$ cat src/design/azct_pkg.sv
package azct_pkg;

    // Item codes
    localparam logic CMD_SAMPLE = 1'b0;
    localparam logic CMD_TICK   = 1'b1;

    // Aux modes (code 3 behaves as plain)
    localparam logic [1:0] AUX_PLAIN = 2'd0;
    localparam logic [1:0] AUX_ESTOP = 2'd1;
    localparam logic [1:0] AUX_TONE  = 2'd2;

    // Register indexes, byte address 4*index
    localparam logic [2:0] REG_ZCD_ENABLE       = 3'd0;
    localparam logic [2:0] REG_FILTER_COEF      = 3'd1;
    localparam logic [2:0] REG_THRESHOLD_CENTER = 3'd2;
    localparam logic [2:0] REG_THRESHOLD_WIDTH  = 3'd3;
    localparam logic [2:0] REG_HOLDOFF_TICKS    = 3'd4;
    localparam logic [2:0] REG_TARGET_ONTIME    = 3'd5;
    localparam logic [2:0] REG_FORWARD_ENABLE   = 3'd6;
    localparam logic [2:0] REG_AUX_MODE         = 3'd7;

    localparam logic [6:0] COEF_FULL  = 7'd64;
    localparam logic [15:0] MIN_PULSE = 16'd3;

    // holdoff*100/133 as (holdoff*HOLDOFF_RECIP) >> HOLDOFF_SHIFT, exact for 16-bit holdoff
    localparam logic [23:0] HOLDOFF_RECIP = 24'd12614449;
    localparam int          HOLDOFF_SHIFT = 24;

    typedef struct packed {
        logic               cmd;
        logic signed [15:0] sample;
        logic               estop_ok;
    } in_word_t;

    typedef struct packed {
        logic signed [15:0] filtered;
        logic               polarity;
        logic               fired;
        logic [15:0]        pulse_len;
        logic               drive_main;
        logic               drive_aux;
        logic               forward_valid;
    } out_word_t;

    typedef struct packed {
        logic               zcd_enable;
        logic [6:0]         filter_coef;
        logic signed [15:0] threshold_center;
        logic [13:0]        threshold_width;
        logic [15:0]        holdoff_period;
        logic [15:0]        target_ontime;
        logic               forward_enable;
        logic [1:0]         aux_mode;
    } cfg_t;

endpackage

$ cat src/design/azct_item_if.sv
interface azct_item_if import azct_pkg::*; ();
    logic     valid;
    logic     ready;
    in_word_t data;

    modport source (output valid, output data, input ready);
    modport sink (input valid, input data, output ready);
endinterface

$ cat src/design/azct_result_if.sv
interface azct_result_if import azct_pkg::*; ();
    logic      valid;
    logic      ready;
    out_word_t data;

    modport source (output valid, output data, input ready);
    modport sink (input valid, input data, output ready);
endinterface

$ cat src/design/azct_core.sv
module azct_core import azct_pkg::*;
(
    input  logic      clk,
    input  logic      rst_n,
    input  logic      step,
    input  in_word_t  word,
    input  cfg_t      cfg,
    output out_word_t res
);

    logic signed [15:0] filter_value_reg, filter_value_next;
    logic               last_polarity_reg, last_polarity_next;
    logic [15:0]        peak_level_reg, peak_level_next;
    logic               armed_reg, armed_next;
    logic               pulse_active_reg, pulse_active_next;
    logic               timer_running_reg, timer_running_next;
    logic [15:0]        timer_count_reg, timer_count_next;
    logic [15:0]        timer_period_reg, timer_period_next;
    logic [1:0]         pin_state_reg, pin_state_next;

    logic [6:0]         coef_sat;
    logic [6:0]         coef_inv;
    logic signed [22:0] prod_old;
    logic signed [22:0] prod_new;
    logic signed [22:0] filt_sum;
    logic signed [15:0] filt_new;
    logic signed [17:0] filt_ext;
    logic signed [17:0] thr_hi;
    logic signed [17:0] thr_lo;
    logic               pol;
    logic [15:0]        mag;
    logic [15:0]        peak_new;
    logic [31:0]        len_prod;
    logic [15:0]        len_sat;
    logic               fired;
    logic [15:0]        plen;
    logic               fwd;

    // Sample datapath
    always_comb
    begin
        coef_sat = (cfg.filter_coef > COEF_FULL) ? COEF_FULL : cfg.filter_coef;
        coef_inv = COEF_FULL - coef_sat;
        prod_old = filter_value_reg * $signed({1'b0, coef_sat});
        prod_new = word.sample * $signed({1'b0, coef_inv});
        filt_sum = prod_old + prod_new;
        // floor shift; the weighted sum always fits back into 16 bits
        filt_new = filt_sum[21:6];
        filt_ext = {{2{filt_new[15]}}, filt_new};
        thr_hi   = {{2{cfg.threshold_center[15]}}, cfg.threshold_center}
                 + $signed({4'd0, cfg.threshold_width});
        thr_lo   = {{2{cfg.threshold_center[15]}}, cfg.threshold_center}
                 - $signed({4'd0, cfg.threshold_width});
        pol      = last_polarity_reg ? (filt_ext > thr_lo) : (filt_ext > thr_hi);
        mag      = word.sample[15] ? 16'(~word.sample + 16'sd1) : word.sample;
        peak_new = (mag > peak_level_reg) ? mag : peak_level_reg;
        len_prod = peak_new * cfg.target_ontime;
        len_sat  = len_prod[31] ? 16'hFFFF : len_prod[30:15];
    end

    always_comb
    begin
        filter_value_next  = filter_value_reg;
        last_polarity_next = last_polarity_reg;
        peak_level_next    = peak_level_reg;
        armed_next         = armed_reg;
        pulse_active_next  = pulse_active_reg;
        timer_running_next = timer_running_reg;
        timer_count_next   = timer_count_reg;
        timer_period_next  = timer_period_reg;
        pin_state_next     = pin_state_reg;
        fired              = 1'b0;
        plen               = 16'd0;
        fwd                = 1'b0;

        if (word.cmd == CMD_TICK)
        begin
            if (timer_running_reg)
            begin
                if (timer_count_reg >= timer_period_reg)
                begin
                    timer_count_next  = 16'd0;
                    pin_state_next[0] = 1'b0;
                    if (cfg.aux_mode == AUX_TONE)
                    begin
                        pin_state_next[1] = 1'b0;
                    end
                    if (pulse_active_reg)
                    begin
                        pulse_active_next = 1'b0;
                        timer_period_next = cfg.holdoff_period;
                    end
                    else
                    begin
                        armed_next         = 1'b1;
                        timer_running_next = 1'b0;
                    end
                end
                else
                begin
                    timer_count_next = timer_count_reg + 16'd1;
                end
            end
        end
        else if (cfg.zcd_enable)
        begin
            peak_level_next   = peak_new;
            filter_value_next = filt_new;
            pin_state_next[1] = pol;
            if (last_polarity_reg && !pol)
            begin
                plen = len_sat;
                if ((len_sat > MIN_PULSE) && armed_reg)
                begin
                    timer_period_next  = len_sat;
                    timer_count_next   = 16'd0;
                    armed_next         = 1'b0;
                    timer_running_next = 1'b1;
                    pulse_active_next  = 1'b1;
                    fired              = 1'b1;
                    if ((cfg.aux_mode != AUX_ESTOP) || word.estop_ok)
                    begin
                        pin_state_next[0] = 1'b1;
                        if (cfg.aux_mode == AUX_TONE)
                        begin
                            pin_state_next[1] = 1'b1;
                        end
                    end
                end
            end
            last_polarity_next = pol;
            fwd                = cfg.forward_enable;
        end
    end

    always_comb
    begin
        res.filtered      = filter_value_next;
        res.polarity      = last_polarity_next;
        res.fired         = fired;
        res.pulse_len     = plen;
        res.drive_main    = pin_state_next[0];
        res.drive_aux     = (cfg.aux_mode == AUX_TONE) ? pin_state_next[1] : 1'b0;
        res.forward_valid = fwd;
    end

    always_ff @(posedge clk or negedge rst_n)
    begin
        if (!rst_n)
        begin
            filter_value_reg  <= '0;
            last_polarity_reg <= 1'b0;
            peak_level_reg    <= '0;
            armed_reg         <= 1'b1;
            pulse_active_reg  <= 1'b0;
            timer_running_reg <= 1'b0;
            timer_count_reg   <= '0;
            timer_period_reg  <= '0;
            pin_state_reg     <= '0;
        end
        else if (step)
        begin
            filter_value_reg  <= filter_value_next;
            last_polarity_reg <= last_polarity_next;
            peak_level_reg    <= peak_level_next;
            armed_reg         <= armed_next;
            pulse_active_reg  <= pulse_active_next;
            timer_running_reg <= timer_running_next;
            timer_count_reg   <= timer_count_next;
            timer_period_reg  <= timer_period_next;
            pin_state_reg     <= pin_state_next;
        end
    end

endmodule

$ cat src/design/audio_zero_cross_pulse_trigger.sv
// Channel   Dir   Word        Fields
// item      in    in_word_t   cmd, sample, estop_ok
// result    out   out_word_t  filtered, polarity, fired, pulse_len,
//                             drive_main, drive_aux, forward_valid
// apb       in    32-bit      eight registers at byte address 4*index
//
// One word per cycle sustained while the result is taken; each word is held in the
// input register, then its result is registered in the result register.
// The path from input register to result register holds the filter
// multipliers and the peak * on-time multiply with its compare.
// rst_n clears the valid flags, configuration and core state at once; no clearing pass.
// A stalled result holds; the input register still takes one more word.
module audio_zero_cross_pulse_trigger import azct_pkg::*;
(
    input  logic          clk,
    input  logic          rst_n,
    azct_item_if.sink     item,
    azct_result_if.source result,
    input  logic          psel,
    input  logic          penable,
    input  logic          pwrite,
    input  logic [4:0]    paddr,
    input  logic [31:0]   pwdata,
    output logic [31:0]   prdata,
    output logic          pready
);

    logic               zcd_enable_reg;
    logic [6:0]         filter_coef_reg;
    logic signed [15:0] threshold_center_reg;
    logic [13:0]        threshold_width_reg;
    logic [15:0]        holdoff_ticks_reg;
    logic [15:0]        holdoff_period_reg;
    logic [15:0]        holdoff_period_next;
    logic [15:0]        target_ontime_reg;
    logic               forward_enable_reg;
    logic [1:0]         aux_mode_reg;

    logic               cfg_write;
    logic [2:0]         cfg_idx;
    logic [39:0]        holdoff_prod;
    cfg_t               cfg;

    logic               in_valid_reg;
    in_word_t           in_word_reg;
    logic               out_valid_reg;
    out_word_t          out_word_reg;
    logic               advance;
    out_word_t          core_res;

    assign pready    = 1'b1;
    assign cfg_write = psel && penable && pwrite && pready;
    assign cfg_idx   = paddr[4:2];

    assign holdoff_prod        = pwdata[15:0] * HOLDOFF_RECIP;
    assign holdoff_period_next = holdoff_prod[HOLDOFF_SHIFT +: 16];

    always_ff @(posedge clk or negedge rst_n)
    begin
        if (!rst_n)
        begin
            zcd_enable_reg       <= 1'b0;
            filter_coef_reg      <= '0;
            threshold_center_reg <= '0;
            threshold_width_reg  <= '0;
            holdoff_ticks_reg    <= '0;
            holdoff_period_reg   <= '0;
            target_ontime_reg    <= '0;
            forward_enable_reg   <= 1'b0;
            aux_mode_reg         <= AUX_PLAIN;
        end
        else if (cfg_write)
        begin
            case (cfg_idx)
                REG_ZCD_ENABLE:       zcd_enable_reg       <= pwdata[0];
                REG_FILTER_COEF:      filter_coef_reg      <= pwdata[6:0];
                REG_THRESHOLD_CENTER: threshold_center_reg <= pwdata[15:0];
                REG_THRESHOLD_WIDTH:  threshold_width_reg  <= pwdata[13:0];
                REG_HOLDOFF_TICKS:
                begin
                    holdoff_ticks_reg  <= pwdata[15:0];
                    holdoff_period_reg <= holdoff_period_next;
                end
                REG_TARGET_ONTIME:    target_ontime_reg    <= pwdata[15:0];
                REG_FORWARD_ENABLE:   forward_enable_reg   <= pwdata[0];
                REG_AUX_MODE:         aux_mode_reg         <= pwdata[1:0];
                default:              ;
            endcase
        end
    end

    always_comb
    begin
        case (cfg_idx)
            REG_ZCD_ENABLE:       prdata = {31'd0, zcd_enable_reg};
            REG_FILTER_COEF:      prdata = {25'd0, filter_coef_reg};
            REG_THRESHOLD_CENTER: prdata = {16'd0, threshold_center_reg};
            REG_THRESHOLD_WIDTH:  prdata = {18'd0, threshold_width_reg};
            REG_HOLDOFF_TICKS:    prdata = {16'd0, holdoff_ticks_reg};
            REG_TARGET_ONTIME:    prdata = {16'd0, target_ontime_reg};
            REG_FORWARD_ENABLE:   prdata = {31'd0, forward_enable_reg};
            REG_AUX_MODE:         prdata = {30'd0, aux_mode_reg};
            default:              prdata = 32'd0;
        endcase
    end

    always_comb
    begin
        cfg.zcd_enable       = zcd_enable_reg;
        cfg.filter_coef      = filter_coef_reg;
        cfg.threshold_center = threshold_center_reg;
        cfg.threshold_width  = threshold_width_reg;
        cfg.holdoff_period   = holdoff_period_reg;
        cfg.target_ontime    = target_ontime_reg;
        cfg.forward_enable   = forward_enable_reg;
        cfg.aux_mode         = aux_mode_reg;
    end

    // word moves on when the result register is free or being emptied
    assign advance    = in_valid_reg && (!out_valid_reg || result.ready);
    assign item.ready = !in_valid_reg || advance;

    always_ff @(posedge clk or negedge rst_n)
    begin
        if (!rst_n)
        begin
            in_valid_reg <= 1'b0;
        end
        else if (item.valid && item.ready)
        begin
            in_valid_reg <= 1'b1;
        end
        else if (advance)
        begin
            in_valid_reg <= 1'b0;
        end
    end

    always_ff @(posedge clk)
    begin
        if (item.valid && item.ready)
        begin
            in_word_reg <= item.data;
        end
    end

    azct_core u_core (
        .clk   (clk),
        .rst_n (rst_n),
        .step  (advance),
        .word  (in_word_reg),
        .cfg   (cfg),
        .res   (core_res)
    );

    always_ff @(posedge clk or negedge rst_n)
    begin
        if (!rst_n)
        begin
            out_valid_reg <= 1'b0;
        end
        else if (advance)
        begin
            out_valid_reg <= 1'b1;
        end
        else if (result.ready)
        begin
            out_valid_reg <= 1'b0;
        end
    end

    always_ff @(posedge clk)
    begin
        if (advance)
        begin
            out_word_reg <= core_res;
        end
    end

    assign result.valid = out_valid_reg;
    assign result.data  = out_word_reg;

endmodule

$ cat src/flat_wrapper.sv
// flat-port wrapper written by rule: the top's interface ports become plain ports
module audio_zero_cross_pulse_trigger_flat import azct_pkg::*;
  (clk, rst_n, psel, penable, pwrite, paddr, pwdata, prdata, pready, item_valid, item_data, item_ready, result_valid, result_data, result_ready);
  azct_item_if item_i ();
  azct_result_if result_i ();
  input  logic clk;
  input  logic rst_n;
  input  logic psel;
  input  logic penable;
  input  logic pwrite;
  input  logic [4:0] paddr;
  input  logic [31:0] pwdata;
  output logic [31:0] prdata;
  output logic pready;
  input wire logic [$bits(item_i.valid)-1:0] item_valid;
  input wire logic [$bits(item_i.data)-1:0] item_data;
  output wire logic [$bits(item_i.ready)-1:0] item_ready;
  output wire logic [$bits(result_i.valid)-1:0] result_valid;
  output wire logic [$bits(result_i.data)-1:0] result_data;
  input wire logic [$bits(result_i.ready)-1:0] result_ready;
  assign item_i.valid = item_valid;
  assign item_i.data = item_data;
  assign item_ready = item_i.ready;
  assign result_valid = result_i.valid;
  assign result_data = result_i.data;
  assign result_i.ready = result_ready;
  audio_zero_cross_pulse_trigger u_core (.clk(clk), .rst_n(rst_n), .item(item_i), .result(result_i), .psel(psel), .penable(penable), .pwrite(pwrite), .paddr(paddr), .pwdata(pwdata), .prdata(prdata), .pready(pready));
endmodule
$ cat config.mk
export PLATFORM = sky130hd
export DESIGN_NAME = audio_zero_cross_pulse_trigger_flat
export DESIGN_NICKNAME = d
export VERILOG_FILES = /design/src/design/azct_pkg.sv /design/src/design/azct_item_if.sv /design/src/design/azct_result_if.sv /design/src/design/azct_core.sv /design/src/design/audio_zero_cross_pulse_trigger.sv /design/src/flat_wrapper.sv
export SDC_FILE = /design/constraint.sdc
export NUM_CORES = 2
export LEC_CHECK = 0
export ABC_CLOCK_PERIOD_IN_PS = 10600
export BUFFER_PORTS_ARGS = -buffer_cell sky130_fd_sc_hd__buf_2
export CAP_MARGIN = 40
export CORE_ASPECT_RATIO = 1.2
export CORE_MARGIN = 5
export CORE_UTILIZATION = 59
export CTS_BUF_LIST = sky130_fd_sc_hd__clkbuf_16
export DETAILED_ROUTE_END_ITERATION = 8
export PLACE_DENSITY_LB_ADDON = 0.25
export SYNTH_ARGS = -nofsm -noshare
export SYNTH_HDL_FRONTEND = slang
export SYNTH_SLANG_ARGS = --single-unit
$ cat constraint.sdc
create_clock -name clk -period 10.6 [get_ports clk]
set_input_delay 1.06 -clock clk [delete_from_list [all_inputs] [get_ports clk]]
set_output_delay 1.06 -clock clk [all_outputs]
set_load 0.05 [all_outputs]
==> impl_metrics.csv <==
group,metric,value,unit
final_layout,final_cell_mix,"inv_1 (698), fa_1 (489), nand2_1 (445), ha_1 (411), and2_1 (231)",
sta,finalSetupViolations,0,
sta,drv_slew,0,
synth,synth_top_area_share,28.9,%
placement,port_buffers,98,
placement,place_inst,4437,
sta,hold_violations,0,
clocking,tritoncts,"built",
final_layout,largest_reg_flops,37,
clocking,clk_path_buf_depth,3,
clocking,numCtsBuffers,27,
detailed_routing,routed_wirelength,84500,um
worst_setup_path,cp_max_fo,15,
detailed_routing,drtIter0Drc,1446,
detailed_routing,drc_errors,0,
synth,postSynthCellCount,3657,
detailed_routing,drt-pass1-iter-count,7,
clocking,clkSinkCount,216,
die,initial_utilization,59.3,%
sta,tightest_slew,0.924,ns
worst_setup_path,cp-end-kind,"flip-flop",
clocking,insertion_delay,0.56,ns
sta,timing.final.crit_share,96.7,%
detailed_routing,vias,25300,
synth,synthArstFlopShare,74.5,%
job,drv_cap,0,
global_routing,grt_overflow,0,
worst_setup_path,crit_type,"reg -> reg",
sta,fmax,0.0976,GHz
final_layout,area_growth,8.44,%
synth,synth.area.top_cells,"fa_1 (29%), ha_1 (15%), dfrtp_1 (12%)",
sta,final.setup_skew,0.0176,ns
final_layout,final_common_cell,"inv_1",
detailed_routing,route.layer.met1.wl,33400,um
final_layout,nNetsFinal,4704,
global_routing,grt.total_usage,27.6,%
clocking,root_buffer,"clkbuf_16",
worst_setup_path,cp.arrival,10.70,ns
synth,syn-cell-area,33800,sq um
placement,gp_congestion,0.915,
worst_setup_path,slowest_delay,0.57,ns
global_routing,grt_max_degree,87,
detailed_routing,via_per_inst,5.63,
worst_setup_path,cpMostUsedCell,"fa_1",
clocking,ctsHoldBuffers,0,
final_layout,final-instance-count-excl-fill,4498,
final_layout,nFillCells,4701,
die,die_h,272,um
placement,dp_hpwl,70100,um
synth,ys_seq_elements,216,
worst_setup_path,crit_path_top_delay_cell,"fa_1",
final_layout,drive_gt1_share,9.65,%
clocking,cts_max_level,1,
sta,period_needed,10.25,ns
die,die-area,62300,sq um
die,ioPinCount,134,
detailed_routing,wl_met2,42200,um
sta,slew_headroom,38.4,%
global_routing,antenna_found_initial,4,
detailed_routing,wire_per_inst,18.8,um
global_routing,grt_pass1_wl,139000,um
worst_setup_path,ff2ff_path_depth,40,
synth,avgSynthCellArea,9.25,sq um
synth,synth_edf_count,55,
synth,synthFlopType,"dfrtp_1",
status,status,"complete, no violations",
detailed_routing,highest_layer,"met5",
global_routing,grt_pass1_vias,26400,
synth,seq_area_frac_synth,16.8,%
synth,synth.distinct_cells,79,
clocking,path_clk_slew,0.06,ns
die,num_rows,96,
synth,ys_warn_count,0,
die,die_w,229,um
detailed_routing,ant_nets,0,
hold_path,hold_path_class,"in -> async",
synth,yosysTopAreaCell,"fa_1",
worst_setup_path,required,11.05,ns
die,core,57100,sq um
worst_setup_path,critPathLaunchType,"flip-flop",
detailed_routing,dr_wl_met3,5300,um
[path summary, 6_finish.rpt]
kind                                                              from                                       endpoint  slack [ns]
min in group clk           u_core.u_core.peak_level_reg[4]$_DFFE_PN0P_    u_core.u_core.peak_level_reg[4]$_DFFE_PN0P_        0.48
max in group asynchronous                                        rst_n            u_core.u_core.armed_reg$_DFFE_PN1P_        8.97
setup / recovery                       u_core.in_word_reg[2]$_DFFE_PP_  u_core.u_core.timer_period_reg[2]$_DFFE_PN0P_        0.35
hold / removal                                                   rst_n     u_core.threshold_center_reg[6]$_DFFE_PN0P_        0.27
setup reg to reg                       u_core.in_word_reg[2]$_DFFE_PP_  u_core.u_core.timer_period_reg[2]$_DFFE_PN0P_        0.35
hold reg to reg            u_core.u_core.peak_level_reg[4]$_DFFE_PN0P_    u_core.u_core.peak_level_reg[4]$_DFFE_PN0P_        0.48
[worst max-delay path: cells and delay by family (launching register included)]
kind	cells	cell delay (ns)
muxes	2	0.70
and+or+nand+nor	9	2.00
xor gates and xnor gates	1	0.13
adders and majority gates	8	3.71
DFF	1	0.40
AOI/OAI and AO/OA	12	2.34
buffers and inverters	8	0.84
[metal layers]
layer,vias up,global-route usage (%)
met5,-,0
met4,6,9.62
met3,210,4.17
met2,802,48.2
met1,12600,35.1
li1,11700,-
[synth_stat cells, drive strengths merged (15+ instances only)]
master / n
clkbuf: 119
and3: 16
a21oi: 95
nor2: 118
o31ai: 15
nand2b: 24
nand2: 445
nor3: 29
and2: 231
fa: 489
mux2: 52
xor2: 25
o21ai: 158
o211ai: 15
nor2b: 33
dfrtp: 160
buf: 43
xnor2: 78
mux2i: 46
a21o: 73
ha: 411
o21a: 17
inv: 698
nand3: 29
edfxtp: 55
nand4: 23
[stage by stage]
stage	setup slack, ns	setup TNS, ns	hold slack [ns]	utilization (%)	instance area [sq um]
after floorplan	0.505	0	0.439	-	33900
after global placement	0.0502	0	0.459	61.9	35300
after detailed placement	-0.117	-1.25	0.470	62.1	35400
after CTS	0.0301	0	0.259	63.8	36400
after global routing	-0.0861	-1.33	0.265	64.3	36700
final	0.351	0	0.272	64.3	36700
[final cells by class]
cell class	instances	area [sq um]	area share, %
Antenna cell	1	2.50	0.00682
Clock buffer	28	701	1.91
Clock inverter	21	230	0.627
Inverter	698	2620	7.15
Multi-Input combinational cell	2596	25100	68.4
Sequential cell	216	5680	15.5
Tap cell	735	920	2.51
Timing Repair Buffer	203	1420	3.87
[kinds of logic (layout without fill, tap and decap cells)]
logic type	count (synthesis)	in the layout	share of synthesized area, %
other	2	18	0.0222
xor gates and xnor gates	103	103	2.67
and+or+nand+nor	995	995	14.2
buffers and inverters	860	950	9.77
AOI/OAI and AO/OA	481	481	9.16
adders and majority gates	900	900	44.1
DFF	216	216	16.8
muxes	100	100	3.22
[timing repair]
item                       4_1_cts  5_1_grt
setup endpoints to repair       25       51
cloned                           0        1
gates resized for setup          3       48
buffers inserted                 1        8
pin swaps                        1        7
Power is left out: the tool's default activity adds up to more than one toggle a clock period on the data nets, which glitch-free logic cannot reach.
